**src/rtl/bhenc_pkg.sv**
```systemverilog
`timescale 1ns / 1ps
// ----------------------------------------------------------------------------
// bhenc_pkg
// Shared types, codes and character tables for the hex / base64 text encoder.
// ----------------------------------------------------------------------------
package bhenc_pkg;

  // Encoding select codes
  localparam logic ENC_HEX = 1'b0;
  localparam logic ENC_B64 = 1'b1;

  // Base64 group phase codes (bytes already taken in the current group)
  localparam logic [1:0] PHASE_START = 2'd0;
  localparam logic [1:0] PHASE_ONE   = 2'd1;
  localparam logic [1:0] PHASE_TWO   = 2'd2;

  localparam int unsigned CHAR_W  = 7;
  localparam int unsigned JOB_LEN = 4;
  localparam int unsigned QDEPTH  = 2;

  localparam logic [CHAR_W-1:0] CHAR_PAD = 7'h3d;  // '='

  // One classified byte: up to four characters and the index of the final one
  typedef struct packed {
    logic [JOB_LEN-1:0][CHAR_W-1:0] chars;
    logic [1:0]                     last_idx;
  } job_t;

  function automatic logic [CHAR_W-1:0] hex_char(input logic [3:0] v);
    logic [CHAR_W-1:0] ext;
    ext = {3'b000, v};
    if (v < 4'd10) return ext + 7'h30;   // '0'..'9'
    else           return ext + 7'h57;   // 'a'..'f'
  endfunction

  function automatic logic [CHAR_W-1:0] b64_char(input logic [5:0] v);
    logic [CHAR_W-1:0] ext;
    ext = {1'b0, v};
    if (v < 6'd26)      return ext + 7'h41;  // 'A'..'Z'
    else if (v < 6'd52) return ext + 7'h47;  // 'a'..'z'
    else if (v < 6'd62) return ext - 7'h04;  // '0'..'9'
    else if (v == 6'd62) return 7'h2b;       // '+'
    else                return 7'h2f;        // '/'
  endfunction

endpackage

```
**src/rtl/bhenc_front.sv**
```systemverilog
`timescale 1ns / 1ps
// ----------------------------------------------------------------------------
// bhenc_front
// Accepts bytes, tracks the base64 group state and builds one character job.
// ----------------------------------------------------------------------------
module bhenc_front (
  input  logic                clk,
  input  logic                rst_n,
  input  logic                enc_sel,
  input  logic                in_push,
  input  logic [7:0]          in_data_byte,
  input  logic                in_last_byte,
  input  logic                q_full,
  output logic                q_push,
  output bhenc_pkg::job_t     q_job
);
  import bhenc_pkg::*;

  logic [1:0] phase_r, phase_nxt;
  logic [3:0] left_r, left_nxt;
  job_t       job;

  assign q_push = in_push && !q_full;
  assign q_job  = job;

  always_comb begin
    job.chars    = '{default: CHAR_PAD};
    job.last_idx = 2'd0;
    phase_nxt    = phase_r;
    left_nxt     = left_r;
    if (enc_sel == ENC_HEX) begin
      job.chars[0] = hex_char(in_data_byte[7:4]);
      job.chars[1] = hex_char(in_data_byte[3:0]);
      job.last_idx = 2'd1;
      phase_nxt    = PHASE_START;
      left_nxt     = 4'd0;
    end else begin
      case (phase_r)
        PHASE_ONE: begin
          job.chars[0] = b64_char({left_r[1:0], in_data_byte[7:4]});
          job.chars[1] = b64_char({in_data_byte[3:0], 2'b00});
          job.last_idx = in_last_byte ? 2'd2 : 2'd0;
          phase_nxt    = PHASE_TWO;
          left_nxt     = in_data_byte[3:0];
        end
        PHASE_TWO: begin
          job.chars[0] = b64_char({left_r, in_data_byte[7:6]});
          job.chars[1] = b64_char(in_data_byte[5:0]);
          job.last_idx = 2'd1;
          phase_nxt    = PHASE_START;
          left_nxt     = 4'd0;
        end
        default: begin
          job.chars[0] = b64_char(in_data_byte[7:2]);
          job.chars[1] = b64_char({in_data_byte[1:0], 4'b0000});
          job.last_idx = in_last_byte ? 2'd3 : 2'd0;
          phase_nxt    = PHASE_ONE;
          left_nxt     = {2'b00, in_data_byte[1:0]};
        end
      endcase
      if (in_last_byte) begin
        phase_nxt = PHASE_START;
        left_nxt  = 4'd0;
      end
    end
  end

  always_ff @(posedge clk) begin
    if (!rst_n) begin
      phase_r <= PHASE_START;
      left_r  <= 4'd0;
    end else if (q_push) begin
      phase_r <= phase_nxt;
      left_r  <= left_nxt;
    end
  end

endmodule

```
**src/rtl/bhenc_queue.sv**
```systemverilog
`timescale 1ns / 1ps
// ----------------------------------------------------------------------------
// bhenc_queue
// Two-entry job queue between the byte front end and the character back end.
// ----------------------------------------------------------------------------
module bhenc_queue (
  input  logic            clk,
  input  logic            rst_n,
  input  logic            push,
  input  bhenc_pkg::job_t push_job,
  input  logic            pop,
  output logic            full,
  output logic            empty,
  output bhenc_pkg::job_t head_job
);
  import bhenc_pkg::*;

  localparam int unsigned PTR_W = $clog2(QDEPTH);
  localparam int unsigned CNT_W = $clog2(QDEPTH + 1);

  job_t             mem_r [QDEPTH];
  logic [PTR_W-1:0] wr_ptr_r, rd_ptr_r;
  logic [CNT_W-1:0] count_r, count_nxt;

  assign full     = (count_r == CNT_W'(QDEPTH));
  assign empty    = (count_r == '0);
  assign head_job = mem_r[rd_ptr_r];

  always_comb begin
    count_nxt = count_r;
    if (push && !pop)      count_nxt = count_r + 1'b1;
    else if (!push && pop) count_nxt = count_r - 1'b1;
  end

  always_ff @(posedge clk) begin
    if (!rst_n) begin
      wr_ptr_r <= '0;
      rd_ptr_r <= '0;
      count_r  <= '0;
    end else begin
      if (push) wr_ptr_r <= wr_ptr_r + 1'b1;
      if (pop)  rd_ptr_r <= rd_ptr_r + 1'b1;
      count_r <= count_nxt;
    end
  end

  always_ff @(posedge clk) begin
    if (push) mem_r[wr_ptr_r] <= push_job;
  end

endmodule

```
**src/rtl/bhenc_back.sv**
```systemverilog
`timescale 1ns / 1ps
// ----------------------------------------------------------------------------
// bhenc_back
// Walks the head job to the output reg, one char per cycle unless stalled.
// ----------------------------------------------------------------------------
module bhenc_back (
  input  logic                          clk,
  input  logic                          rst_n,
  input  logic                          q_empty,
  input  bhenc_pkg::job_t               q_head,
  output logic                          q_pop,
  output logic                          out_empty,
  input  logic                          out_pop,
  output logic [bhenc_pkg::CHAR_W-1:0]  out_text_char,
  output logic                          out_end_of_text
);
  import bhenc_pkg::*;

  logic              valid_r;
  logic [CHAR_W-1:0] char_r;
  logic              eot_r;
  logic [1:0]        idx_r, idx_nxt;
  logic              load, at_end;

  assign load    = (!valid_r || out_pop) && !q_empty;
  assign at_end  = (idx_r == q_head.last_idx);
  assign q_pop   = load && at_end;
  assign idx_nxt = at_end ? 2'd0 : idx_r + 2'd1;

  assign out_empty       = !valid_r;
  assign out_text_char   = char_r;
  assign out_end_of_text = eot_r;

  always_ff @(posedge clk) begin
    if (!rst_n) begin
      valid_r <= 1'b0;
      idx_r   <= 2'd0;
    end else begin
      if (load)              valid_r <= 1'b1;
      else if (out_pop)      valid_r <= 1'b0;
      if (load)              idx_r   <= idx_nxt;
    end
  end

  always_ff @(posedge clk) begin
    if (load) begin
      char_r <= q_head.chars[idx_r];
      eot_r  <= at_end;
    end
  end

endmodule

```
**src/rtl/byte_to_hex_or_base64_encoder_top.sv**
```systemverilog
`timescale 1ns / 1ps
// Path: a byte accepted into the job queue moves from there into the output
//   register, which drives the result ports.
// Output: one character per cycle from the output register while the reader
//   takes them; a hex byte is 2 characters, base64 1 to 4 (4 per full group).
// Reset: synchronous, active low; clears the queue, the output register, the
//   base64 group phase and leftover bits, and selects hex encoding.
// ----------------------------------------------------------------------------
// byte_to_hex_or_base64_encoder_top
// Byte stream to lowercase hex or padded base64 ASCII text.
// ----------------------------------------------------------------------------
module byte_to_hex_or_base64_encoder_top (
  input  logic                          clk,
  input  logic                          rst_n,
  // byte input queue side
  input  logic                          in_push,
  output logic                          in_full,
  input  logic [7:0]                    in_data_byte,
  input  logic                          in_last_byte,
  // character output queue side
  output logic                          out_empty,
  input  logic                          out_pop,
  output logic [bhenc_pkg::CHAR_W-1:0]  out_text_char,
  output logic                          out_end_of_text,
  // configuration write channel
  input  logic                          cfg_valid,
  output logic                          cfg_ready,
  input  logic                          cfg_encoding_select
);
  import bhenc_pkg::*;

  logic enc_sel_r;
  logic q_push, q_pop, q_full, q_empty;
  job_t q_job, q_head;

  // The register must only be written while idle, which the user ensures, so take every word at once.
  assign cfg_ready = 1'b1;

  // Hold the encoding select; the base64 group state lives in the front end
  // and is kept across a mode change, but each hex byte clears it.
  always_ff @(posedge clk) begin
    if (!rst_n) begin
      enc_sel_r <= ENC_HEX;
    end else if (cfg_valid && cfg_ready) begin
      enc_sel_r <= cfg_encoding_select;
    end
  end

  // Back-pressure to the byte source comes only from the job queue, so a byte
  // may enter while characters of earlier bytes still drain.
  assign in_full = q_full;

  // Front end: classify the byte against the group phase and build its
  // character job (up to four characters, '=' padding to close a base64 group).
  bhenc_front u_front (
    .clk          (clk),
    .rst_n        (rst_n),
    .enc_sel      (enc_sel_r),
    .in_push      (in_push),
    .in_data_byte (in_data_byte),
    .in_last_byte (in_last_byte),
    .q_full       (q_full),
    .q_push       (q_push),
    .q_job        (q_job)
  );

  // Short job queue decoupling the two sides.
  bhenc_queue u_queue (
    .clk      (clk),
    .rst_n    (rst_n),
    .push     (q_push),
    .push_job (q_job),
    .pop      (q_pop),
    .full     (q_full),
    .empty    (q_empty),
    .head_job (q_head)
  );

  // Back end: advance through the head job one character per word taken,
  // flag the final character of each job, then drop the job.
  bhenc_back u_back (
    .clk             (clk),
    .rst_n           (rst_n),
    .q_empty         (q_empty),
    .q_head          (q_head),
    .q_pop           (q_pop),
    .out_empty       (out_empty),
    .out_pop         (out_pop),
    .out_text_char   (out_text_char),
    .out_end_of_text (out_end_of_text)
  );

endmodule

```
**config.mk**
```make
export PLATFORM = sky130hd
export DESIGN_NAME = byte_to_hex_or_base64_encoder_top
export DESIGN_NICKNAME = d
export VERILOG_FILES = /design/src/rtl/bhenc_pkg.sv /design/src/rtl/bhenc_front.sv /design/src/rtl/bhenc_queue.sv /design/src/rtl/bhenc_back.sv /design/src/rtl/byte_to_hex_or_base64_encoder_top.sv
export SDC_FILE = /design/constraint.sdc
export NUM_CORES = 1
export LEC_CHECK = 0
export BUFFER_PORTS_ARGS = -buffer_cell sky130_fd_sc_hd__buf_2
export CORE_MARGIN = 2
export CORE_UTILIZATION = 45
export DETAILED_ROUTE_END_ITERATION = 6
export PLACE_DENSITY = 0.68
export SYNTH_ARGS = -nofsm -noshare
export SYNTH_HDL_FRONTEND = slang
export SYNTH_SLANG_ARGS = --single-unit
```
**constraint.sdc**
```tcl
create_clock -name clk -period 10.77 [get_ports clk]
set_clock_uncertainty 0.05 [all_clocks]
set_input_delay 2.6925 -clock clk [delete_from_list [all_inputs] [get_ports clk]]
set_output_delay 2.6925 -clock clk [all_outputs]
set_load 0.01 [all_outputs]
```
==> results of run 1 <==
## final cells by class
| class | instances | area, um2 |
|---|---|---|
| fill | 910 | 5044 |
| multi-input combinational | 375 | 2740 |
| sequential | 55 | 1501 |
| tap | 133 | 166.4 |
| timing repair buffer | 26 | 135.1 |
| clock buffer | 8 | 101.3 |
| inverter | 23 | 86.33 |
## worst max path at each step
stage	endpoint	cells after the start	slack, ns
after floorplan	u_queue.mem_r[0][13]	12	5.41
after global routing	u_queue.mem_r[0][13]	10	5.38
after detailed placement	u_queue.mem_r[0][13]	10	5.27
final	u_queue.mem_r[1][13]	10	5.53
after global placement	u_queue.mem_r[0][10]	8	5.34
after CTS	u_queue.mem_r[1][13]	10	5.59
## worst max-delay path, delay by kind of cell
kind                       cells  cell delay, ns
adders and majority gates      2            0.55
muxes                          1            0.35
buffers and inverters          2            0.43
AOI/OAI and AO/OA              2            0.38
and+or+nand+nor                2            0.71
xor gates and xnor gates       1            0.20
## cells in the mapped netlist, types with 4 or more instances
| library cell | number | share of area [%] |
|---|---|---|
| a21o_1 | 12 | 2.0 |
| clkbuf_1 | 16 | 1.3 |
| a31oi_1 | 6 | 0.83 |
| edfxtp_1 | 40 | 26 |
| mux4_2 | 7 | 3.5 |
| a21oi_1 | 30 | 3.3 |
| or3_1 | 7 | 0.97 |
| o31ai_1 | 5 | 0.83 |
| a21boi_0 | 8 | 1.3 |
| or4_1 | 6 | 0.99 |
| nand2_1 | 34 | 2.8 |
| nor2_1 | 21 | 1.7 |
| o21a_1 | 8 | 1.3 |
| nand3_1 | 17 | 1.9 |
| nand4_1 | 6 | 0.83 |
| nand2b_1 | 10 | 1.4 |
| ha_1 | 27 | 7.4 |
| xnor2_1 | 22 | 4.2 |
| a2111oi_0 | 4 | 0.77 |
| buf_2 | 16 | 1.8 |
| mux2i_1 | 8 | 1.8 |
| a211oi_1 | 7 | 1.2 |
| nor3_1 | 8 | 0.88 |
| inv_1 | 19 | 1.6 |
| o2111ai_1 | 6 | 1.2 |
| o21ai_0 | 15 | 1.7 |
| nor2b_1 | 14 | 1.9 |
| xor2_1 | 6 | 1.2 |
| or2_2 | 7 | 0.97 |
| o211ai_1 | 4 | 0.66 |
| o22ai_1 | 4 | 0.55 |
| dfxtp_1 | 15 | 6.6 |
| and2_1 | 8 | 1.1 |
## per-layer routing
layer | global-route usage [%] | share of wire [%] | vias to the layer above
li1 | - | - | 1823
met1 | 30.68 | 44 | 1875
met2 | 34.87 | 47 | 192
met3 | 2.632 | 7.3 | 22
met4 | 6.950 | 2.2 | 0
met5 | 0 | 0 | -
## stage by stage
step | area, um2 | setup WS (ns)
after floorplan | 4536 | 5.409
after CTS | 4731 | 5.590
after global routing | 4731 | 5.377
final | 4731 | 5.530
after global placement | 4629 | 5.339
after detailed placement | 4629 | 5.274
## power breakdown
part	leakage (nW)	switching, mW	internal, mW
registers	0.492	0.0259	0.288
clock network	0.0506	0.0622	0.0603
logic	1.12	0.121	0.0942
## state kept, by name (all words and copies together) (netlist names), named ones only
name,cells
u_front.left_r,4
u_queue.mem_r,32
enc_sel_r,1
u_back.idx_r,2
u_back.out_text_char,7
u_front.phase_r,2
u_back.valid_r,1
u_back.out_end_of_text,1
u_queue.wr_ptr_r,1
u_queue.rd_ptr_r,1
u_queue.count_r,2
## cell families (layout without fill, tap and decap cells)
family,count (synthesis),count (layout)
DFF,55,55
muxes,18,18
xor gates and xnor gates,28,28
AOI/OAI and AO/OA,144,144
and+or+nand+nor,157,157
other,1,1
buffers and inverters,64,57
adders and majority gates,27,27
==> impl_results.md, run 1 <==
- Insertion delay to the later sink of the worst-skew pair: 0.30 ns
- Final setup viols: 0
- Post-synthesis async set-or-reset flop share: 0%
- Core area: a little under 0.01 mm2
- Vias: approximately 3900
- Htree depth: 2
- Average wire per standard cell: 19.24 um
- Highest clock rate: 190.8 MHz
- GRT Total Usage: 21.80%
- Synth Area in Simple Gates: 19.09%
- Cells on Worst Hold Path: 2
- RSZ-0062 raised after global routing: false
- Setup Fix Bufs, Post-CTS: 0
- Ant. Diodes: 0
- Final worst path period need: 5.240 ns
- Worst vdd ir: 0.08052 mV
- Routed WL: 11930 um
- Routability cong.: between 1 and 1.5
- Netlist cell types: 68
- Die Ht: 104.4 um
- Most common cell after layout, fill and taps aside: edfxtp_1
- Critical path origin: in_data_byte[1]
- Yosys warning count: 0
- Critical R2R Launch: u_front.left_r[0]
- Max-cap violations: 0
- Mux cell area share after synthesis: between 5 and 6%
- Main combinational cell family by area after synthesis: compound AO/OA/AOI/OAI gates
- CP arrival: about 5.3 ns
- Cells after synthesis: 494
- # rows: 36
- CP Capture Type: flop
- Crit-path cells: buf_2 -> inv_1 -> ha_1 -> nand2b_1 -> xnor2_1 -> ha_1 -> or3_1 -> a21oi_1 -> mux2_2 -> a31oi_1
- # DRC: 0
- Area Overhead vs Synth: 4.304%
- Reg2Reg Depth: 7
- I/O Pins: 26
- Cts repair resizes: 0
- Tightest Hold Check Type: flop to flop
- Fin crit share: 48.66%
- Xor and xnor area share after synthesis: ~5.4%
- Initial Utilization: 46.40%
- Most used cell, CP: ha_1
- RR Endpoint: u_queue.mem_r[0][4]
- Synth Area in Compound Gates: 22.40%
- Most frequent cells in the layout: edfxtp_1 (40), nand2_1 (34), a21oi_1 (30)
- Setup TNS: 0 ns
- Worst slew pin tran: 0.7562 ns
- Bufs on Longest Clock Path: 2
- Gr ovfl total: 0
- First-pass GRT wire length: 19020 um
- Detailed Place HPWL: 8697 um
- Total power draw: 0.6522 mW
- Post-route ant nets: 0
- Final #Nets: 528
- CTS tree: built
- Post-Layout Cell Count: 620
- Relative slew slack: 49.58%
- Post-Route Utilization: 48.40%
- Iteration-0 DRC count of the detailed router: roughly 500
- Post-Syn Area per Cell: between 9 and 10 um2
- WHS Endpoint: u_front.phase_r[1]
- Reg-to-reg slack, setup: approximately 7.8 ns
- Vias in the first global route: 3553
- Port bufs: 24
- Synth Flop Type: edfxtp_1
- TritonCTS buffer count: 5
- EDFF count, synth: 40
- CP max FO: 18
- Die area: roughly 0.011 mm2
- Max Slew Vio Count: 0
- Final hold slack: approximately 0.46 ns
- Root Buffer: clkbuf_8
- Die X: approximately 100 um
- Pleak: approximately 1.7 nW
- CP Class: input port to flop
- Power Density: approximately 140 mW/mm2
- Worst Setup Start Kind: input port
- Post-CTS Hold Fix Bufs: 0
- Sink Count: 55
- Run status: finished, final reports clean
- Post-synthesis adder-cell area fraction: between 7 and 8%
- Hold path start: u_front.phase_r[1]
- Initial antenna violation count: 0
- Register area share after synthesis: 33.10%
- Slowest cell on crit path: or3_1
- Post-synthesis instance area: 0.004536 mm2
- Via density: roughly 6.3
- Layout cell share with drive strength beyond 1: 12.73%
- Syn nets: approximately 540
- Largest net degree at the start of global routing: 30
- #FFs+latches synth: 55
- Clock slew at reported path FFs: 0.09 ns
- Final Hold Fails: 0
- Pre-antenna DRT Iters: 5
- WP data required: about 11 ns
- Crit path largest cell delay: 0.38 ns
- Placed Cells: 612
Note: power is estimated with default switching activity, not from simulation.
==> run 2, diff against run 1 <==
- PLACE_DENSITY: 0.68 -> 0.7
- clock period: 10.77 -> 4.8 ns (I/O delays scaled with it)
==> run 2 against run 1 <==
- cell count grew 0.16%
- worst setup slack lost 4.5 ns
- first-iteration DRC count decreased by 14%
- global-route usage increased by 0.44 points
- sequential share of layout area shrank 0.059 points
- flip-flop and latch count is the same
- design area increased by 0.19%
- sequential power increased by 120%
- via count rose by 2.4%
- highest routed layer unchanged
- critical path type unchanged
- utilization grew 0.090 points
==> impl_results.md, run 2 (synthesis results as in run 1) <==
- Routability cong.: 0.9612 (-4.4%)
- Max Slew Vio Count: 0 (unchanged)
- Routed WL: 12210 um (+2.3%)
- Sw Pwr: 0.4758 mW (+130%)
- Gate power share: 33.2% (+0.2 points)
- Setup Fix Bufs, Post-CTS: 0 (unchanged)
- WP data required: 4.88 ns (-5.96 ns)
- Final worst path period need: between 3 and 4 ns
- Vias in the first global route: 3688 (+3.8%)
- Most frequent cells in the layout: edfxtp_1 (40), nand2_1 (34), a21oi_1 (30)
- Via density: 6.449 (+2.2%)
- RR Endpoint: u_queue.mem_r[1][7]
- Tightest Hold Check Type: flop to flop
- # DRC: 0 (unchanged)
- GRT Total Usage: 22.24% (+0.44 points)
- Total power draw: 1.466 mW (+120%)
- Max-cap violations: 0 (unchanged)
- Port bufs: 24 (unchanged)
- Final setup viols: 0 (unchanged)
- RSZ-0062 raised after global routing: false
- Root Buffer: clkbuf_8
- Fin crit share: approximately four fifths
- Iteration-0 DRC count of the detailed router: 427 (-14%)
- Worst Setup Start Kind: input port
- # rows: 36 (unchanged)
- Clock slew at reported path FFs: 0.09 ns (about the same)
- Cts repair resizes: 0 (unchanged)
- CTS tree: built
- Power Density: 309.3 mW/mm2 (+120%)
- Clk pwr share: 18.8% (about the same)
- Layout cell share with drive strength beyond 1: 13.32% (+0.59 points)
- TritonCTS buffer count: 5 (unchanged)
- Reg with most FFs: u_queue.mem_r
- Average wire per standard cell: 19.66 um (+2.1%)
- CP Class: input port to flop
- Core area: 0.009774 mm2 (unchanged)
- First-pass GRT wire length: 19550 um (+2.8%)
- Fin worst setup slack: 1.020 ns (-4.510 ns)
- Pre-CTS setup slack: 0.7943 ns (-4.480 ns)
- Max FFs per register: 32 (unchanged)
- I/O Pins: 26 (unchanged)
- Bufs on Longest Clock Path: 2 (unchanged)
- Worst vdd ir: 0.1790 mV (+120%)
- Final #Nets: 529 (+0.19%)
- Setup TNS: 0 ns (unchanged)
- Reg-to-reg slack, setup: 1.72 ns (-6.10 ns)
- Largest net degree at the start of global routing: 30 (unchanged)
- Final hold slack: 0.4395 ns (-0.01659 ns)
- Die area: 0.01090 mm2 (unchanged)
- Sw frac: 32.46% (+0.36 points)
- Critical R2R Launch: u_front.left_r[0]
- Insertion delay to the later sink of the worst-skew pair: 0.30 ns (about the same)
- Sequential power share: 48.0% (-0.2 points)
- Detailed Place HPWL: 8736 um (+0.45%)
- Post-route ant nets: 0 (unchanged)
- Pleak: 1.673 nW (+0.56%)
- CP Capture Type: flop
- Highest clock rate: about 260 MHz
- Die X: 104.4 um (unchanged)
- Cells on Worst Hold Path: 2 (unchanged)
- Htree depth: 2 (unchanged)
- WHS Endpoint: u_front.phase_r[1]
- Initial Utilization: 46.40% (unchanged)
- CP max FO: 18 (unchanged)
- Area Overhead vs Synth: 4.497%
- Hold path start: u_front.phase_r[1]
- Run status: finished, final reports clean
- CP arrival: 3.86 ns (-1.45 ns)
- Vias: 4005 (+2.4%)
- Initial antenna violation count: 0 (unchanged)
- Reg2Reg Depth: 7 (unchanged)
- Final Hold Fails: 0 (unchanged)
- Ant. Diodes: 0 (unchanged)
- Pre-antenna DRT Iters: 6 (+1)
- Internal power: 0.9902 mW (+120%)
- Gr ovfl total: 0 (unchanged)
- Relative slew slack: 49.48% (-0.10 points)
- Most common cell after layout, fill and taps aside: edfxtp_1
- Die Ht: 104.4 um (unchanged)
- Post-CTS Hold Fix Bufs: 0 (unchanged)
- Worst slew pin tran: 0.7578 ns (+0.001529 ns)
- Sink Count: 55 (unchanged)
run 2: cell count changes in the layout (fill, tap and decap cells not counted):
cell       delta
inv_4         +1
clkbuf_16     -1
buf_4         +1
clkbuf_1      -2
clkbuf_8      +2
run 2: stage by stage:
step | std cells | area, um2 | utilization [%]
2_1_floorplan | 494 | 4536 | -
5_1_grt | 621 | 4740 | 48.49
3_3_place_gp | 613 | 4637 | 47.44
3_5_place_dp | 613 | 4637 | 47.44
6_report | 621 | 4740 | 48.49
4_1_cts | 621 | 4740 | 48.49
run 2: how the worst max path moves through the flow:
stage,cells after the start,endpoint,start
after floorplan,12,u_queue.mem_r[0][13],in_data_byte[1]
after global placement,9,u_queue.mem_r[0][13],in_data_byte[3]
after detailed placement,9,u_queue.mem_r[1][13],in_data_byte[2]
after CTS,9,u_queue.mem_r[1][13],in_data_byte[2]
after global routing,9,u_queue.mem_r[0][13],in_data_byte[2]
final,9,u_queue.mem_r[1][13],in_data_byte[3]
run 2: final cells by class:
type                            count  area [um2]
Clock inverter                      1       6.256
Clock buffer                        7       96.34
Inverter                           23       86.33
Multi-Input combinational cell    375        2740
Sequential cell                    55        1501
Tap cell                          133       166.4
Timing Repair Buffer               27       142.6
Fill cell                         922        5035
run 2: routing by layer:
layer  up-vias  share of wire, %  global-route usage [%]
li1       1825                 -                       -
met5         -                 0                       0
met4         0               2.6                   6.467
met1      1929                42                   30.30
met2       223                47                   36.79
met3        28               7.8                   3.070
run 2: power groups by stage:
stage	Clock, mW	Sequential (mW)	Combinational (mW)
floorplan	0	0.706	0.357
global placement	0	0.713	0.473
detailed placement	0	0.718	0.482
CTS	0.278	0.707	0.483
global route	0.297	0.718	0.534
finish	0.275	0.704	0.487
run 2: worst max-delay path: stages:
cell      delay, ns
buf_2          0.35
ha_1           0.46
nand2b_1       0.27
xnor2_1        0.19
ha_1           0.23
or3_1          0.37
a21oi_1        0.17
mux2_2         0.36
a31oi_1        0.24
==> run 3, diff against run 2 <==
- ABC_AREA: default -> 1
- clock period: 4.8 -> 3.4 ns (I/O delays scaled with it)
==> run 3 against run 2 <==
- power is 67% higher
- hold slack improved by 0.022 ns
- synthesized cell count rose by 22%
- critical path depth rose by 6
- utilization is 1.5 points higher
- first-iteration DRC count down 32%
- cell count rose by 21%
- sequential share of layout area increased by 0.54 points
- global-route usage grew 2.4 points
- die area is 3.5% lower
- largest cell class unchanged
- highest routed layer unchanged
==> impl_results.md, run 3 <==
- Run status: finished, final reports clean
- Die X: 102.6 um (-1.8%)
- Post-synthesis async set-or-reset flop share: 0% (unchanged)
- Clock slew at reported path FFs: 0.09 ns (about the same)
- Gr ovfl total: 0 (unchanged)
- Worst slew pin tran: 0.5967 ns (-0.1611 ns)
- Tightest Hold Check Type: flop to flop
- Routability cong.: 1.048 (+9.1%)
- #FFs+latches synth: 55 (unchanged)
- Relative slew slack: 60.17% (+11 points)
- Count leader, synth: nand2_1
- Worst Setup Start Kind: input port
- RSZ-0062 raised after global routing: false
- Average wire per standard cell: 16.30 um (-17%)
- Post-CTS Hold Fix Bufs: 0 (unchanged)
- Register area share after synthesis: 34.34% (+1.2 points)
- Final setup viols: 0 (unchanged)
- Die area: 0.01052 mm2 (-3.5%)
- Cts repair resizes: 0 (unchanged)
- Setup TNS: 0 ns (unchanged)
- Final Instance Area: 0.004661 mm2 (-1.7%)
- Core area: 0.009328 mm2 (-4.6%)
- Fillers: 919 (-0.33%)
- Ant. Diodes: 0 (unchanged)
- Insertion delay to the later sink of the worst-skew pair: 0.31 ns (about the same)
- Pre-antenna DRT Iters: 5 (-1)
- Htree depth: 2 (unchanged)
- # rows: 35 (-2.8%)
- Vias in the first global route: 4086 (+11%)
- Via density: 5.680 (-12%)
- CP max FO: 13 (-5)
- CP arrival: 2.82 ns (-1.04 ns)
- Fin crit share: 82.47%
- Largest net degree at the start of global routing: 18 (-40%)
- WP data required: 3.42 ns (-1.46 ns)
- Total placed instance area: 0.004566 mm2 (-1.5%)
- Power Density: 524.8 mW/mm2 (+70%)
- Initial Utilization: 46.87% (+0.46 points)
- Top post-synthesis cells by count: nand2_1 (136), inv_1 (57), nor2_1 (57)
- Synth Flop Type: edfxtp_1
- Cells after synthesis: 605 (+22%)
- Final worst path period need: 2.804 ns
- CP Class: input port to flop
- Final Hold Fails: 0 (unchanged)
- Pleak: 2.000 nW (+20%)
- EDFF count, synth: 40 (unchanged)
- Post-route ant nets: 0 (unchanged)
- Yosys warning count: 0 (unchanged)
- Max Slew Vio Count: 0 (unchanged)
- Layout cell share with drive strength beyond 1: 11.27% (-2.0 points)
- I/O Pins: 26 (unchanged)
- Sink Count: 55 (unchanged)
- Netlist cell types: 45 (-34%)
- Setup Fix Bufs, Post-CTS: 0 (unchanged)
- Max FFs per register: 32 (unchanged)
- Root Buffer: clkbuf_8
- Most frequent cells in the layout: nand2_1 (136), inv_1 (57), nor2_1 (57)
- Initial antenna violation count: 0 (unchanged)
- GRT Total Usage: 24.62% (+2.4 points)
- Most common cell after layout, fill and taps aside: nand2_1
- CP Capture Type: flop
- Highest clock rate: 356.6 MHz
- First-pass GRT wire length: 20330 um (+4.0%)
- Bufs on Longest Clock Path: 2 (unchanged)
- Max-cap violations: 0 (unchanged)
- # DRC: 0 (unchanged)
- CTS tree: built
- TritonCTS buffer count: 5 (unchanged)
- Die Ht: 102.6 um (-1.8%)
- Area contributors post-synth: edfxtp_1 (27%), nand2_1 (12%), ha_1 (7.7%)
- Port bufs: 24 (unchanged)
- Iteration-0 DRC count of the detailed router: 292 (-32%)
- Post-Syn Area per Cell: 7.226 um2 (-21%)
- Detailed Place HPWL: 9214 um (+5.5%)
- Synth top area share: 27.48% (+0.99 points)
- Area Overhead vs Synth: 6.611%
- Vias: 4260 (+6.4%)
- Worst vdd ir: 0.2331 mV (+30%)
- Largest area contributor in the netlist: edfxtp_1
- Final #Nets: 662 (+25%)
- Reg with most FFs: u_queue.mem_r
- Syn nets: 647 (+21%)
- Routed WL: 12220 um (+0.12%)
- Post-Route Utilization: 49.97% (+1.5 points)
- Post-synthesis instance area: 0.004372 mm2 (-3.6%)
-- run 3: cell count changes after synthesis, moves of 14 or more --
cell | before | now
xnor2_1 | 22 | 5
nand3_1 | 17 | 54
inv_1 | 19 | 57
o21ai_0 | 15 | 48
inv_2 | 2 | 17
nor2b_1 | 14 | 0
nand2_1 | 34 | 136
nor2_1 | 21 | 57
-- run 3: logic make-up after synthesis --
family / synth area share [%]
buffers and inverters: 9.359
xor gates and xnor gates: 3.406
adders and majority gates: 7.727
DFF: 34.34
AOI/OAI and AO/OA: 18.55
other: 0.08578
and+or+nand+nor: 26.53
-- run 3: path summary, 6_finish.rpt --
check / to / start / slack [ns] / depth (start not counted)
worst max-delay path: u_queue.mem_r[1][13] / in_data_byte[1] / 0.60 / 15
worst min-delay path: u_front.phase_r[0] / u_front.phase_r[0] / 0.46 / 2
worst max register to register: u_queue.mem_r[0][4] / u_front.left_r[0] / 1.01 / 11
worst min register to register: u_front.phase_r[0] / u_front.phase_r[0] / 0.46 / 2
-- run 3: stage by stage --
stage	total power, mW	setup WS (ns)	hold slack (ns)	cells
after global routing	2.639	0.3513	0.5002	750
after floorplan	1.772	0.8493	0.4204	605
final	2.446	0.5960	0.4612	750
after detailed placement	2.070	0.3348	0.4528	742
after CTS	2.443	0.6792	0.4645	750
after global placement	2.052	0.3121	0.4351	742
-- run 3: area by class of cell --
cell class	instances	area, um2	share of cell area, %
multi-input combinational	453	2461	52.81
sequential	55	1501	32.21
inverter	77	291.5	6.255
tap	129	161.4	3.463
timing repair buffer	28	150.1	3.221
clock buffer	7	86.33	1.852
clock inverter	1	8.758	0.1879
-- run 3: critical path, stage by stage --
cell	delay, ns
buf_2	0.24
inv_1	0.16
ha_1	0.22
inv_1	0.14
nand2_1	0.17
nand2_1	0.10
nand2_1	0.06
inv_1	0.06
ha_1	0.13
o21bai_1	0.14
xnor2_1	0.11
o21ai_0	0.17
nand3_1	0.09
nand2_1	0.11
inv_1	0.06
-- run 3: per-layer routing --
| layer | GRT usage (%) | wire, um |
|---|---|---|
| met1 | 32.64 | 5363 |
| met2 | 41.98 | 5942 |
| met3 | 2.305 | 653 |
| met4 | 8.923 | 262 |
| met5 | 0 | 0 |
-- run 3: report_power, final --
group,switching [mW],internal (mW)
combinational,0.686,0.344
sequential,0.102,0.941
clock,0.205,0.167
total,0.994,1.45
